**src/hdl/sdx_pkg.sv**
```systemverilog
`default_nettype none
package sdx_pkg;

  localparam int CODE_DIGITS_DEF = 3;
  localparam int DIGIT_W         = 3;
  localparam int CHAR_W          = 8;
  localparam int OUT_DIGITS      = 3;

  localparam logic [CHAR_W-1:0] CH_W = 8'h77;
  localparam logic [CHAR_W-1:0] CH_H = 8'h68;
  localparam logic [CHAR_W-1:0] CH_Y = 8'h79;
  localparam logic [CHAR_W-1:0] CH_A_UP = 8'h41;
  localparam logic [CHAR_W-1:0] CH_Z_UP = 8'h5a;
  localparam logic [CHAR_W-1:0] CH_A_LO = 8'h61;
  localparam logic [CHAR_W-1:0] CH_Z_LO = 8'h7a;
  localparam logic [CHAR_W-1:0] CASE_BIT = 8'h20;

  typedef struct packed {
    logic                                code_valid;
    logic [CHAR_W-1:0]                   first_letter;
    logic [OUT_DIGITS-1:0][DIGIT_W-1:0]  digits;
  } res_t;

  function automatic logic [DIGIT_W-1:0] letter_code(input logic [CHAR_W-1:0] c);
    logic [DIGIT_W-1:0] code;
    unique case (c)
      8'h62, 8'h66, 8'h70, 8'h76:                       code = 3'd1;
      8'h63, 8'h67, 8'h6a, 8'h6b,
      8'h71, 8'h73, 8'h78, 8'h7a:                       code = 3'd2;
      8'h64, 8'h74:                                     code = 3'd3;
      8'h6c:                                            code = 3'd4;
      8'h6d, 8'h6e:                                     code = 3'd5;
      8'h72:                                            code = 3'd6;
      default:                                          code = 3'd0;
    endcase
    return code;
  endfunction

  function automatic logic is_why(input logic [CHAR_W-1:0] c);
    return (c == CH_W) || (c == CH_H) || (c == CH_Y);
  endfunction

endpackage
`default_nettype wire

```
**src/hdl/soundex_encoder.sv**
```systemverilog
// A word's code is registered on out_ once its last byte is accepted, via the skid stage if out_ is stalled.
// Throughput: one byte per cycle while the skid stage is empty; state and code
// logic sit between the letter registers and a result register backed by one skid stage.
// Reset (rst_n low at a clock edge, synchronous) clears the word state and the
// valid flags of both result stages; in_ready is high from the first reset edge on.
`default_nettype none
module soundex_encoder #(
  parameter int CODE_DIGITS = sdx_pkg::CODE_DIGITS_DEF
) (
  input  wire logic       clk,
  input  wire logic       rst_n,
  input  wire logic       in_valid,
  output      logic       in_ready,
  input  wire logic [7:0] in_char_byte,
  input  wire logic       in_last_char,
  output      logic       out_valid,
  input  wire logic       out_ready,
  output      logic       out_code_valid,
  output      logic [7:0] out_first_letter,
  output      logic [2:0] out_digit_one,
  output      logic [2:0] out_digit_two,
  output      logic [2:0] out_digit_three
);
  import sdx_pkg::*;

  localparam int TALLY_W = $clog2(CODE_DIGITS + 1);

  logic [CHAR_W-1:0]  lead_r, lead_nxt;
  logic [CHAR_W-1:0]  kb1_r, kb1_nxt;
  logic [CHAR_W-1:0]  kb2_r, kb2_nxt;
  logic [1:0]         kept_tally_r, kept_tally_nxt;
  logic [DIGIT_W-1:0] digits_r   [CODE_DIGITS];
  logic [DIGIT_W-1:0] digits_nxt [CODE_DIGITS];
  logic [TALLY_W-1:0] digit_tally_r, digit_tally_nxt;
  logic               bad_r, bad_nxt;

  res_t res_r, res_nxt;
  res_t skid_r, skid_nxt;
  logic out_valid_r, out_valid_nxt;
  logic skid_valid_r, skid_valid_nxt;

  logic               accept;
  logic               is_letter;
  logic [CHAR_W-1:0]  letter;
  logic [DIGIT_W-1:0] code;
  logic [DIGIT_W-1:0] prev_code;
  logic               drop;
  logic               bridged;
  logic               keep;
  res_t               word_res;
  logic [DIGIT_W-1:0] res_dig [OUT_DIGITS];

  assign in_ready = !skid_valid_r;
  assign accept   = in_valid && in_ready;

  assign letter    = in_char_byte | CASE_BIT;
  assign is_letter = ((in_char_byte >= CH_A_UP) && (in_char_byte <= CH_Z_UP)) ||
                     ((in_char_byte >= CH_A_LO) && (in_char_byte <= CH_Z_LO));
  assign code      = letter_code(letter);
  assign prev_code = letter_code(kb1_r);
  assign drop      = ((code != '0) && (prev_code != '0)) ? (code == prev_code)
                                                         : ((letter == kb1_r) && !is_why(letter));
  assign bridged   = (kept_tally_r == 2'd2) && (letter_code(kb2_r) == code) && is_why(kb1_r);
  assign keep      = (kept_tally_r == 2'd0) || !drop;

  always_comb begin
    lead_nxt        = lead_r;
    kb1_nxt         = kb1_r;
    kb2_nxt         = kb2_r;
    kept_tally_nxt  = kept_tally_r;
    digits_nxt      = digits_r;
    digit_tally_nxt = digit_tally_r;
    bad_nxt         = bad_r;
    if (is_letter) begin
      if (kept_tally_r == 2'd0) begin
        lead_nxt = letter;
      end
      if (keep) begin
        kb2_nxt = kb1_r;
        kb1_nxt = letter;
        if (kept_tally_r != 2'd2) begin
          kept_tally_nxt = kept_tally_r + 2'd1;
        end
        if ((kept_tally_r != 2'd0) && (code != '0) && !bridged &&
            (digit_tally_r < TALLY_W'(CODE_DIGITS))) begin
          for (int i = 0; i < CODE_DIGITS; i++) begin
            if (digit_tally_r == TALLY_W'(i)) begin
              digits_nxt[i] = code;
            end
          end
          digit_tally_nxt = digit_tally_r + TALLY_W'(1);
        end
      end
    end else begin
      bad_nxt = 1'b1;
    end
  end

  for (genvar k = 0; k < OUT_DIGITS; k++) begin : g_dig
    if (k < CODE_DIGITS) begin : g_have
      assign res_dig[k] = digits_nxt[k];
    end else begin : g_pad
      assign res_dig[k] = '0;
    end
  end

  always_comb begin
    word_res = '0;
    if (!bad_nxt) begin
      word_res.code_valid   = 1'b1;
      word_res.first_letter = lead_nxt;
      for (int k = 0; k < OUT_DIGITS; k++) begin
        word_res.digits[k] = res_dig[k];
      end
    end
  end

  // output register with one skid stage
  always_comb begin
    out_valid_nxt  = out_valid_r;
    skid_valid_nxt = skid_valid_r;
    res_nxt        = res_r;
    skid_nxt       = skid_r;
    if (!out_valid_r || out_ready) begin
      if (skid_valid_r) begin
        res_nxt        = skid_r;
        out_valid_nxt  = 1'b1;
        skid_valid_nxt = 1'b0;
      end else begin
        res_nxt       = word_res;
        out_valid_nxt = accept && in_last_char;
      end
    end else if (accept && in_last_char) begin
      skid_nxt       = word_res;
      skid_valid_nxt = 1'b1;
    end
  end

  always_ff @(posedge clk) begin
    if (!rst_n) begin
      lead_r        <= '0;
      kb1_r         <= '0;
      kb2_r         <= '0;
      kept_tally_r  <= '0;
      digit_tally_r <= '0;
      bad_r         <= 1'b0;
      for (int i = 0; i < CODE_DIGITS; i++) begin
        digits_r[i] <= '0;
      end
    end else if (accept) begin
      if (in_last_char) begin
        lead_r        <= '0;
        kb1_r         <= '0;
        kb2_r         <= '0;
        kept_tally_r  <= '0;
        digit_tally_r <= '0;
        bad_r         <= 1'b0;
        for (int i = 0; i < CODE_DIGITS; i++) begin
          digits_r[i] <= '0;
        end
      end else begin
        lead_r        <= lead_nxt;
        kb1_r         <= kb1_nxt;
        kb2_r         <= kb2_nxt;
        kept_tally_r  <= kept_tally_nxt;
        digit_tally_r <= digit_tally_nxt;
        bad_r         <= bad_nxt;
        digits_r      <= digits_nxt;
      end
    end
  end

  always_ff @(posedge clk) begin
    if (!rst_n) begin
      out_valid_r  <= 1'b0;
      skid_valid_r <= 1'b0;
    end else begin
      out_valid_r  <= out_valid_nxt;
      skid_valid_r <= skid_valid_nxt;
    end
  end

  always_ff @(posedge clk) begin
    res_r  <= res_nxt;
    skid_r <= skid_nxt;
  end

  assign out_valid        = out_valid_r;
  assign out_code_valid   = res_r.code_valid;
  assign out_first_letter = res_r.first_letter;
  assign out_digit_one    = res_r.digits[0];
  assign out_digit_two    = res_r.digits[1];
  assign out_digit_three  = res_r.digits[2];

endmodule
`default_nettype wire

```
**config.mk**
```make
export PLATFORM = sky130hd
export DESIGN_NAME = soundex_encoder
export DESIGN_NICKNAME = d
export VERILOG_FILES = /design/src/hdl/sdx_pkg.sv /design/src/hdl/soundex_encoder.sv
export SDC_FILE = /design/constraint.sdc
export NUM_CORES = 1
export LEC_CHECK = 0
export BUFFER_PORTS_ARGS = -buffer_cell sky130_fd_sc_hd__buf_4
export CAP_MARGIN = 20
export CORE_ASPECT_RATIO = 0.5
export CORE_UTILIZATION = 45
export DETAILED_ROUTE_END_ITERATION = 8
export GPL_ROUTABILITY_DRIVEN = 0
export SLEW_MARGIN = 20
export SYNTH_ARGS = -nofsm -noshare
export SYNTH_HDL_FRONTEND = slang
export SYNTH_SLANG_ARGS = --single-unit
```
**constraint.sdc**
```tcl
create_clock -name clk -period 3 [get_ports clk]
set_input_delay 0.3 -clock clk [delete_from_list [all_inputs] [get_ports clk]]
set_output_delay 0.3 -clock clk [all_outputs]
set_load 0.01 [all_outputs]
```
==> results.txt, run 1 <==
The share of synthesized area spent on multiplexers came out at 0.04990. The setup slack at placement is 54.71 ps. The cell area after technology mapping came out at 4238 sq um.

The via count of the first global-routing pass came out at 3173. Of the cells placed in the final design, the portion with a size suffix greater than 1 is 0.2385. The HPWL after detailed placement is 6508 microns. The detailed-route DRC error count is 4. The most used flip-flop cell after synthesis is dfxtp_1. The arrival time of data at the critical path endpoint is 2890 ps. The standard cell area after detailed placement came out at 4721 sq um. The die footprint came out at 9833 sq um.

The post-layout net count came out at 492. The fraction of post-synthesis cell area in the top cell type by area is 0.2551. IR analysis of the VDD net gives a maximum drop of 228.3 uV. In the finished design, the share of the clock period the worst path needs comes to 0.9369. The vias per cell came out at 5.699. The pre-antenna-repair detailed-routing pass consisted of 7 iterations. After synthesis, the largest family of logic cells by area is simple AND/OR/NAND/NOR gates. The initial core utilization came out at 0.4752. The tightest min-delay check is of the input port to register type. The largest net degree at the start of global routing is 51. By area the synthesized netlist is led by edfxtp_1 (26%), dfxtp_1 (19%), mux2i_1 (4.7%). The share of async-settable or async-resettable flops after synthesis came out at 0. The post-synthesis xor/xnor area fraction came out at 0.02067. The area of the core region came out at 8919 sq um. Of the synthesized area, sequential elements account for 0.4441.

The pin slew with the least headroom to its limit is 586.5 ps. The critical path required time came out at 3080 ps. The first global-routing pass estimated 15110 microns of wire. The die width came out at 139.2 microns. The total routing usage reported by global routing came out at 0.1943. The net count after synthesis came out at 448. The checks that failed: DRC. The finished cells cover 5071 sq um. Global routing finished with a remaining overflow of 0.

The H-tree was split into 3 levels. The most common cell in the synthesized netlist is dfxtp_1. The maximum operating frequency is 0.3558 GHz. Max-cap violations in this run came to 0. The tree is rooted in a clkbuf_16.

The shortest period the worst path allows came out at 2811 ps. The antenna diode count came out at 0. The initial antenna violation count was 0. Input and output buffers added on the ports amount to 31. The number of cells produced by synthesis came out at 429. The final hold violation count came to 0. In this run the remaining antenna-violating nets after routing total 0. The simple-gate share of the synthesized area is 0.2220.

The average instance in the mapped netlist occupies 9.878 sq um. The flow ran to the end, but the final reports show violations. The area fraction in compound gates after synthesis came out at 0.1836. After clock tree synthesis, the clock-pin slew on the worst setup and hold paths is 60 ps. The clock passes through at most 2 buffers. For this block, the routed nets add up to 8947 microns of wire.

For this block, the via count after detailed routing is 3391. Dividing the detail-routed wire length by the instance count gives 15.04 microns. The maximum fanout along the worst path came out at 10. The number of flip-flops and latches in the synthesized netlist came out at 76. From synthesis to final layout, the design area changed by 19.66%.

The TritonCTS clock tree is built. The number of clock buffers inserted by TritonCTS is 9. The total clock sinks is 76. The number of synthesized flops with an enable pin is 36. The number of max-slew violations in the final report came to 0. The largest total area in the synthesized netlist belongs to edfxtp_1. The hold buffer count at CTS is 0. The count of routing violations after the opening detailed-route iteration is 256. The leakage dissipation is 1.813 nW.

The startpoint class of the critical path is a register. The maximum clock skew at final layout is 5.514 ps. Of the total synthesized cell area, the portion taken by full adders, half adders and majority gates is 0.01771. The number of standard-cell rows in the floorplan came out at 24. The utilization of the core after routing came out at 0.5686. The type of element capturing the critical path is a register. The worst setup path is of the register to register kind. Counting instances in the post-synthesis netlist gives the leading cell types as dfxtp_1 (40), nor2_1 (38), edfxtp_1 (36). The post-layout worst setup margin came out at 189.4 ps. The total I/O pin count came out at 33. The final setup violation count is 0.

The relative slew slack is 0.6049. The number of warnings reported in the yosys synthesis log came out at 0. The source-to-sink clock delay at the later pin of the worst-skew pair is 340 ps. The power per cell area came out at 484.1 nW/um^2. The floorplan step set the die height to 70.62 microns. The number of distinct standard cells referenced by the synthesized netlist came out at 67.
per-layer routing:
layer	wire [microns]	vias to the layer above	track usage
li1	-	1677	-
met1	4432	1631	0.2552
met2	4050	73	0.3199
met3	371	10	0.04401
met4	93	0	0.06543
met5	0	-	0
critical path, cell delays in order, from the launching register on:
cell      delay [ps]
dfxtp_1          500
nor2b_1          170
o21bai_1          70
a221oi_1         380
xor2_1           270
nor4b_4           80
buf_4            180
nor4_4           430
mux2i_1          360
o21ai_1          120
logic make-up after synthesis:
group / after synthesis
AOI/OAI and AO/OA: 102
DFF: 76
buffers and inverters: 52
adders and majority gates: 6
xor gates and xnor gates: 10
muxes: 21
and+or+nand+nor: 162
sequential cells by signal (all words and copies together), names as in the netlist, 2 cells and up:
register          cells
out_digit_two         3
skid_r               18
kb1_r                 8
lead_r                8
out_first_letter      8
out_digit_three       3
kept_tally_r          2
digit_tally_r         2
kb2_r                 8
out_digit_one         3
digits_r              9
area by class of cell:
type                       instances  area [sq um]
multi-input combinational        301          2117
sequential                        76          1884
clock buffer                      10         229.0
tap                              117         146.4
inverter                          15         56.30
fill                             760          3847
timing repair buffer              70         550.5
clock inverter                     6         87.58
stage by stage:
stage	power, mW	hold WS, ps	TNS (ps)	instances
2_1_floorplan	1.258	431.3	0	429
3_3_place_gp	1.324	447.1	0	578
3_5_place_dp	1.330	455.9	0	578
4_1_cts	2.482	235.2	0	594
5_1_grt	2.553	250.5	-9.190	595
6_report	2.455	245.1	0	595
cell usage in the layout (no fill, tap or decap), drive strengths merged, types with 6 or more instances in the layout:
cell type | Yosys | final
buf | 16 | 70
dfxtp | 40 | 40
nor2 | 39 | 39
edfxtp | 36 | 36
nand2 | 31 | 31
mux2i | 20 | 20
o21ai | 19 | 19
nand3 | 18 | 18
inv | 14 | 15
a21oi | 14 | 14
a32o | 14 | 14
nand3b | 12 | 12
nand2b | 11 | 11
nor3 | 10 | 10
o31ai | 10 | 10
clkbuf | 21 | 10
xnor2 | 9 | 9
a31o | 8 | 8
nor2b | 6 | 6
and3 | 6 | 6
ha | 6 | 6
repair_timing:
item,CTS,global route
endpoints found under the setup margin,0,18
buffers inserted,0,1
resized for setup,0,8
worst paths after layout:
check	end	depth (start not counted)	startpoint	slack, ps
worst max-delay path	out_digit_two[1]$_DFFE_PN_	9	kb1_r[4]$_SDFFE_PN0P_	190
worst min-delay path	kb1_r[4]$_SDFFE_PN0P_	2	in_char_byte[4]	250
worst max register to register	out_digit_two[1]$_DFFE_PN_	9	kb1_r[4]$_SDFFE_PN0P_	190
worst min register to register	bad_r$_SDFFE_PN0P_	2	bad_r$_SDFFE_PN0P_	460
report_power, final:
group	switching, mW	internal [mW]
Sequential	0.00718	1.10
Clock	0.417	0.729
Combinational	0.122	0.0792
Power figures use the tool's default switching activity.
==> run 2: changes to the inputs <==
BUFFER_PORTS_ARGS = not set   (was -buffer_cell sky130_fd_sc_hd__buf_4)
DONT_BUFFER_PORTS = 1   (was not set)
==> run 2 against run 1 <==
  * The flow still finishes with violations (DRC)
  * Core utilization fell by 3.6 points
  * Global-route usage fell by 0.41 points
  * Non-clock buffer count fell by 36
  * Sequential share of layout area rose by 2.5 points
  * Highest routed layer unchanged
==> results.txt, run 2 (synthesis gave the netlist of run 1 again) <==
The combined area of the multi-input logic cells is 2115 sq um (-0.12%). The largest register by flop count is skid_r. The class of the most critical hold timing path is input port to register. The number of fill cells in the layout is 779 (+2.5%).

The sum of overflow across all layers after global routing came out at 0 (unchanged). The shortest period the worst path allows came to 2863 ps (+52.40 ps). The CTS H-tree depth came out at 3 (unchanged). The total I/O pin count is 33 (unchanged). The maximum resistive drop on vdd is 249.4 uV (+9.2%). The largest net degree at the start of global routing is 51 (unchanged). The library cell used most frequently in the layout, excluding fill and tap cells, is nor2_1. The number of clock buffers inserted by TritonCTS came out at 9 (unchanged).

The area taken by flip-flops and latches came out at 1887 sq um (+0.13%). The aggregate negative setup slack is 0 ps (unchanged). The leakage dissipation came out at 1.608 nW (-11%).

The worst hold path stage count was 1 (-1). The number of placed cells counting well taps is 533 (-7.8%). The arrival time of data at the critical path endpoint is 2940 ps (+50 ps).

The overall power consumption is 2.299 mW (-6.3%). The pin slew with the least headroom to its limit came out at 608.4 ps (+21.96 ps). The run finished, with violations left. The initial antenna violation count is 0 (unchanged). The area of the core region is 8919 sq um (unchanged). The post-layout net count was 456 (-7.3%). The total clock sinks came out at 76 (unchanged).

The power per cell area is 483.9 nW/um^2 (about the same). The logic depth of the worst register-to-register path came out at 10 (+1). The setup slack at placement is -23.49 ps (-78.21 ps). The flip-flop count of the largest register, all copies and words added came out at 18 (unchanged). The detailed-route DRC error count came out at 4 (unchanged).

The buffer depth of the longest clock path is 2 (unchanged). The standard cell area after detailed placement is 4358 sq um (-7.7%). The number of max-capacitance violations reported came out at 0 (unchanged).

The largest registers in the layout are skid_r x18, digits_r x9. The source-to-sink clock delay at the later pin of the worst-skew pair is 330 ps (about the same). The number of standard cells in the layout, taps in and fillers out is 559 (-6.1%). The vias per cell was 5.800 (+1.8%). The category of the critical setup timing path is register to register. The origin of the worst setup path is kb2_r[3]$_SDFFE_PN0P_.

The worst setup path is captured at a register. The detailed-router iteration count before antenna repair is 7 (unchanged). STA classifies the critical path startpoint as a register. The antenna diode count came to 0 (unchanged). The maximum fanout along the worst path came out at 9 (-1).

The number of max-slew violations in the final report came to 0 (unchanged). The path with the worst hold slack has its endpoint at kb1_r[2]$_SDFFE_PN0P_. The number of standard-cell rows in the floorplan was 24 (unchanged).

The maximum clock skew at final layout came out at 7.949 ps (+2.434 ps). Traced cell by cell, the critical path runs through nand4bb_1 > a221oi_2 > nor3_1 > or4b_1 > nor4b_4 > buf_4 > nor4_4 > buf_4 > mux2i_1 > o21ai_1. The number of vias in the routed layout came out at 3242 (-4.4%). The critical path required time is 3080 ps (about the same). The worst hold path begins at in_char_byte[2]. TritonCTS built the clock tree. The total routing usage reported by global routing came out at 0.1902 (-0.004103). The die width is 139.2 microns (unchanged). The post-layout worst setup margin came out at 137.0 ps (-52.40 ps). The initial core utilization came out at 0.4752 (unchanged). The relative slew slack came out at 0.5944 (-0.01051). The count of buffers inserted at the top-level ports is 0 (-100%). The final setup violation count came out at 0 (unchanged). The fraction of the cycle the final worst path needs is 0.9543 (+0.01747). The slack of the worst reg-to-reg path came out at 140 ps (-50 ps). The final hold violation count came out at 0 (unchanged).

In this run the clock root is driven by a clkbuf_16. The global-route wire length before repair was 14860 microns (-1.6%). The residual antenna-violating net count after detailed routing came out at 0 (unchanged). The biggest cell delay along the critical path came to 580 ps (+80 ps). The slowest cell on the critical path is or4b_1. The final reports fail on DRC. The clock input transition at the sequential cells of the worst setup and hold paths came to 60 ps (about the same). The final instance area is 4752 sq um (-6.3%). The HPWL reported at the end of detailed placement came out at 6307 microns (-3.1%). The maximum operating frequency came out at 0.3493 GHz (-1.8%). Compared with the post-synthesis result, the final layout area differs by 12.13%. The routed wirelength normalized by instance count is 16.15 microns (+7.4%). The count of routing violations after the opening detailed-route iteration was 318 (+24%). The height of the die is 70.62 microns (unchanged). The total length of routed wires is 9030 microns (+0.93%).

The launching point of the worst reg2reg path is kb2_r[3]$_SDFFE_PN0P_. The fraction of final layout cells sized beyond drive strength 1 is 0.1765 (-0.06202). The hold buffer count at CTS is 0 (unchanged). The most prevalent standard cell on the critical path is buf_4. The via count of the first global-routing pass is 2977 (-6.2%). The die footprint is 9833 sq um (unchanged). Setup repair after global routing left no endpoint under its margin. The endpoint identified for the worst register-to-register timing path is out_digit_two[1]$_DFFE_PN_. The library cells used most frequently in the layout, excluding fill and tap cells, are nor2_1 (38), dfxtp_1 (36), edfxtp_1 (36).
## run 2: cell count changes in the layout (fill, tap and decap cells not counted), sizes merged
cell,delta
bufinv,-1
clkinvlp,+1
buf,-36
## run 2: layer usage
| metal | part of all wire | up-vias | global-route usage |
|---|---|---|---|
| met4 | 0.0052 | 0 | 0.05679 |
| li1 | - | 1604 | - |
| met1 | 0.49 | 1573 | 0.2468 |
| met5 | 0 | - | 0 |
| met2 | 0.47 | 59 | 0.3121 |
| met3 | 0.041 | 6 | 0.05281 |
## run 2: critical path: cells and delay by family (launching register included)
family / cells / cell delay (ps)
buf+inv: 2 / 390
simple gates: 5 / 1200
mux: 1 / 260
flops: 1 / 360
compound gates: 2 / 410
## run 2: timing repair
item	CTS	global route
setup buffers	0	10
pin swaps	2	3
resized for setup	0	9
endpoints found under the setup margin	2	35
## run 2: worst max-delay path by stage
stage | to | slack (ps) | cells after the start
6_report | out_digit_two[1]$_DFFE_PN_ | 140 | 10
5_1_grt | out_digit_two[1]$_DFFE_PN_ | 2 | 11
4_1_cts | out_digit_two[1]$_DFFE_PN_ | 9 | 9
3_5_place_dp | out_digit_two[1]$_DFFE_PN_ | -20 | 8
3_3_place_gp | out_digit_two[1]$_DFFE_PN_ | 60 | 8
2_1_floorplan | out_digit_one[0]$_DFFE_PN_ | 280 | 9
## run 2: final cells by class
class | count | share of cell area
multi-input combinational | 301 | 0.4450
sequential | 76 | 0.3971
clock buffer | 10 | 0.04818
inverter | 15 | 0.01185
clock inverter | 6 | 0.01343
tap | 117 | 0.03081
timing repair buffer | 34 | 0.05371
## run 2: where the power goes
part	total, mW	switching, mW	internal [mW]
sequential	1.12	0.0154	1.10
combinational	0.126	0.0788	0.0473
clock	1.06	0.413	0.644
## run 2: stage by stage
| stage | hold WS, ps | util |
|---|---|---|
| 6_report | 90.43 | 0.5328 |
| 5_1_grt | 92.69 | 0.5328 |
| 4_1_cts | 81.85 | 0.5215 |
| 3_5_place_dp | 431.3 | 0.4886 |
| 3_3_place_gp | 408.8 | 0.4886 |
| 2_1_floorplan | 431.3 | - |
==> run 3: changes to the inputs <==
CORE_UTILIZATION = 64   (was 45)
PLACE_DENSITY = 0.8   (was not set)
==> run 3 against run 2 <==
  * The run now ends clean
  * Sequential share of layout area rose by 0.62 points
  * Largest power group unchanged
  * Global-route usage rose by 9.9 points
  * Critical path depth did not move
  * Sequential cell count did not move
==> results.txt, run 3 (synthesis gave the netlist of run 1 again) <==
The run finished with clean final reports. The register with the most flip-flops in the final layout is skid_r. The height of the die came to 59.54 microns (-16%).

The largest net degree at the start of global routing is 51 (unchanged). The net switching share of the total power is 0.2313 (+0.01063). The shortest period the worst path allows came out at 2904 ps (+40.69 ps).

The critical path required time is 3060 ps (-20 ps). The number of standard cells in the layout, taps in and fillers out was 520 (-7.0%). The number of max-slew violations in the final report came out at 0 (unchanged). The maximum operating frequency came out at 0.3444 GHz (-1.4%). The kind of cell with the highest combined delay along the critical path is simple AND/OR/NAND/NOR gates. The clock input transition at the sequential cells of the worst setup and hold paths was 60 ps (about the same). The most critical setup path has its endpoint at skid_r[5]$_DFFE_PP_. The maximum clock skew at final layout was 5.632 ps (-2.316 ps). The synthesis-to-layout area growth is 10.57%. The die width came out at 117.1 microns (-16%). The number of placed cells counting well taps is 495 (-7.1%). The maximum resistive drop on vdd is 291.0 uV (+17%). The post-layout net count is 446 (-2.2%). The fraction of final layout cells sized beyond drive strength 1 came out at 0.1713 (-0.005174). The flip-flop count of the largest register, all copies and words added is 18 (unchanged). The initial core utilization came out at 0.6801 (+0.2050). The number of fill cells in the layout is 402 (-48%). STA classifies the critical path startpoint as a register. The area of the core region is 6231 sq um (-30%). The slack of the worst reg-to-reg path is 100 ps (-40 ps). The buffering stage count on the worst path with inverters included is 2 (unchanged).

The CTS H-tree depth came out at 3 (unchanged). The buffer depth of the longest clock path came out at 2 (unchanged). Traced cell by cell, the critical path runs through nand3b_1 > a221oi_2 > nor3_1 > or4b_1 > nor4b_4 > buf_6 > nor4_4 > buf_4 > mux2i_1 > nor2_1. The startpoint identified for the worst register-to-register timing path is kb2_r[2]$_SDFFE_PN0P_.

The power share of the clock group is 0.469 (+0.009). The area taken by flip-flops and latches was 1889 sq um (+0.13%). The cell sitting at the root of the clock tree is a clkbuf_16. The min-delay analysis places its worst path in the category input port to register.

The internal cell power came out at 1.793 mW (about the same). The final hold slack came out at 59.03 ps (-31.40 ps). The total length of routed wires came out at 9332 microns (+3.3%). The total I/O pin count is 33 (unchanged).

The net load switching power is 539.4 uW (+6.3%). The biggest cell delay along the critical path is 580 ps (about the same). The number of clock buffers inserted by TritonCTS came out at 9 (unchanged). The power per cell area is 497.7 nW/um^2 (+2.9%).

The source-to-sink clock delay at the later pin of the worst-skew pair is 340 ps (about the same). The number of max-capacitance violations reported came to 0 (unchanged). The category of the critical setup timing path is register to register. In the layout the commonest cells are nor2_1 (38), edfxtp_1 (36), dfxtp_1 (34). The count of buffers inserted at the top-level ports came out at 0 (unchanged). The part of the power in registers is 0.479 (-0.007). The initial antenna violation count came out at 0 (unchanged).

The aggregate negative setup slack came out at 0 ps (unchanged). The antenna diode count is 0 (unchanged). The relative slew slack came out at 0.4120 (-0.1824). The final setup violation count is 0 (unchanged). The type of element capturing the critical path is a register.

The hold buffer count at CTS is 0 (unchanged). The global-route wire length before repair came out at 14780 microns (-0.56%). The vias per cell is 6.340 (+9.3%). The total routing usage reported by global routing is 0.2887 (+0.09851). The startpoint identified for the worst hold timing path is in_last_char.

The arrival time of data at the critical path endpoint is 2960 ps (+20 ps). The total clock sinks is 76 (unchanged). The logic depth of the worst register-to-register path came out at 10 (unchanged). The pin slew with the least headroom to its limit is 882.0 ps (+273.6 ps). The worst register-to-register path ends at skid_r[5]$_DFFE_PP_. The slowest stage of the critical path belongs to the cell or4b_1. The residual antenna-violating net count after detailed routing is 0 (unchanged). Leaving out fill and tap cells, the most frequent cell in the layout is nor2_1.

The number of standard-cell rows in the floorplan came out at 20 (-17%). The largest registers in the layout are skid_r x18, digits_r x9. The maximum fanout along the worst path came to 6 (-3). The die footprint is 6971 sq um (-29%). The fraction of the cycle the final worst path needs is 0.9679 (+0.01356). The combined area of the multi-input logic cells is 2133 sq um (+0.89%).

The count of routing violations after the opening detailed-route iteration is 310 (-2.5%). The leakage dissipation came out at 1.564 nW (-2.7%). The detailed-route DRC error count is 0 (-4). The routed wirelength normalized by instance count came to 17.95 microns (+11%).

The via count of the first global-routing pass is 2921 (-1.9%). The combinational fraction of design power is 0.052 (-0.003). The sum of overflow across all layers after global routing was 0 (unchanged). The most critical setup path has its startpoint at kb2_r[2]$_SDFFE_PN0P_. The HPWL reported at the end of detailed placement came out at 6031 microns (-4.4%). TritonCTS built the clock tree.

The detailed-router iteration count before antenna repair is 6 (-1). The number of vias in the routed layout came to 3297 (+1.7%). The final hold violation count is 0 (unchanged). The cell count along the critical path is 10 (unchanged).
-- run 3: layer usage --
metal  vias up  track usage  part of all wire
li1       1581            -                 -
met1      1598       0.3726              0.45
met2       107       0.4700              0.48
met3        11      0.09100             0.057
met4         0      0.08499            0.0089
met5         -            0                 0
-- run 3: stage by stage --
| step | instance area, sq um | utilization | setup WS (ps) | power, mW |
|---|---|---|---|---|
| after floorplan | 4238 | - | 284.7 | 1.258 |
| after global placement | 4254 | 0.6827 | 124.4 | 1.251 |
| after detailed placement | 4254 | 0.6827 | 7.462 | 1.258 |
| after CTS | 4563 | 0.7323 | 10.32 | 2.334 |
| after global routing | 4686 | 0.7520 | -40.15 | 2.398 |
| final | 4686 | 0.7520 | 96.29 | 2.332 |
-- run 3: cell type report --
type,count,area share
Clock buffer,9,0.04806
Clock inverter,7,0.01602
Inverter,15,0.01202
Multi-Input combinational cell,301,0.4553
Sequential cell,76,0.4032
Tap cell,88,0.02350
Timing Repair Buffer,24,0.04192
-- run 3: timing repair --
action,in CTS,in global routing
pin swaps,2,4
setup endpoints to repair,7,39
setup buffers,1,8
hold endpoints to repair,0,0
resized for setup,1,14
-- run 3: worst min path at each step --
| stage | cells past startpoint | end |
|---|---|---|
| detailed placement | 1 | digit_tally_r[0]$_SDFFE_PN0P_ |
| global route | 1 | digit_tally_r[0]$_SDFFE_PN0P_ |
| floorplan | 2 | bad_r$_SDFFE_PN0P_ |
| global placement | 1 | digit_tally_r[0]$_SDFFE_PN0P_ |
| finish | 1 | digit_tally_r[0]$_SDFFE_PN0P_ |
| CTS | 1 | digit_tally_r[0]$_SDFFE_PN0P_ |
-- run 3: power by group through the flow --
stage,registers (mW),logic [mW],clock network (mW)
after floorplan,1.14,0.122,0
after global placement,1.14,0.113,0
after detailed placement,1.14,0.118,0
after CTS,1.12,0.119,1.10
after global routing,1.12,0.134,1.14
final,1.12,0.122,1.09
-- run 3: worst reg2reg max path, stage by stage, from the launching register on --
cell and delay (ps):
dfxtp_1 420, nand3b_1 160, a221oi_2 330, nor3_1 70, or4b_1 580, nor4b_4 310
buf_6 180, nor4_4 50, buf_4 190, mux2i_1 260, nor2_1 80
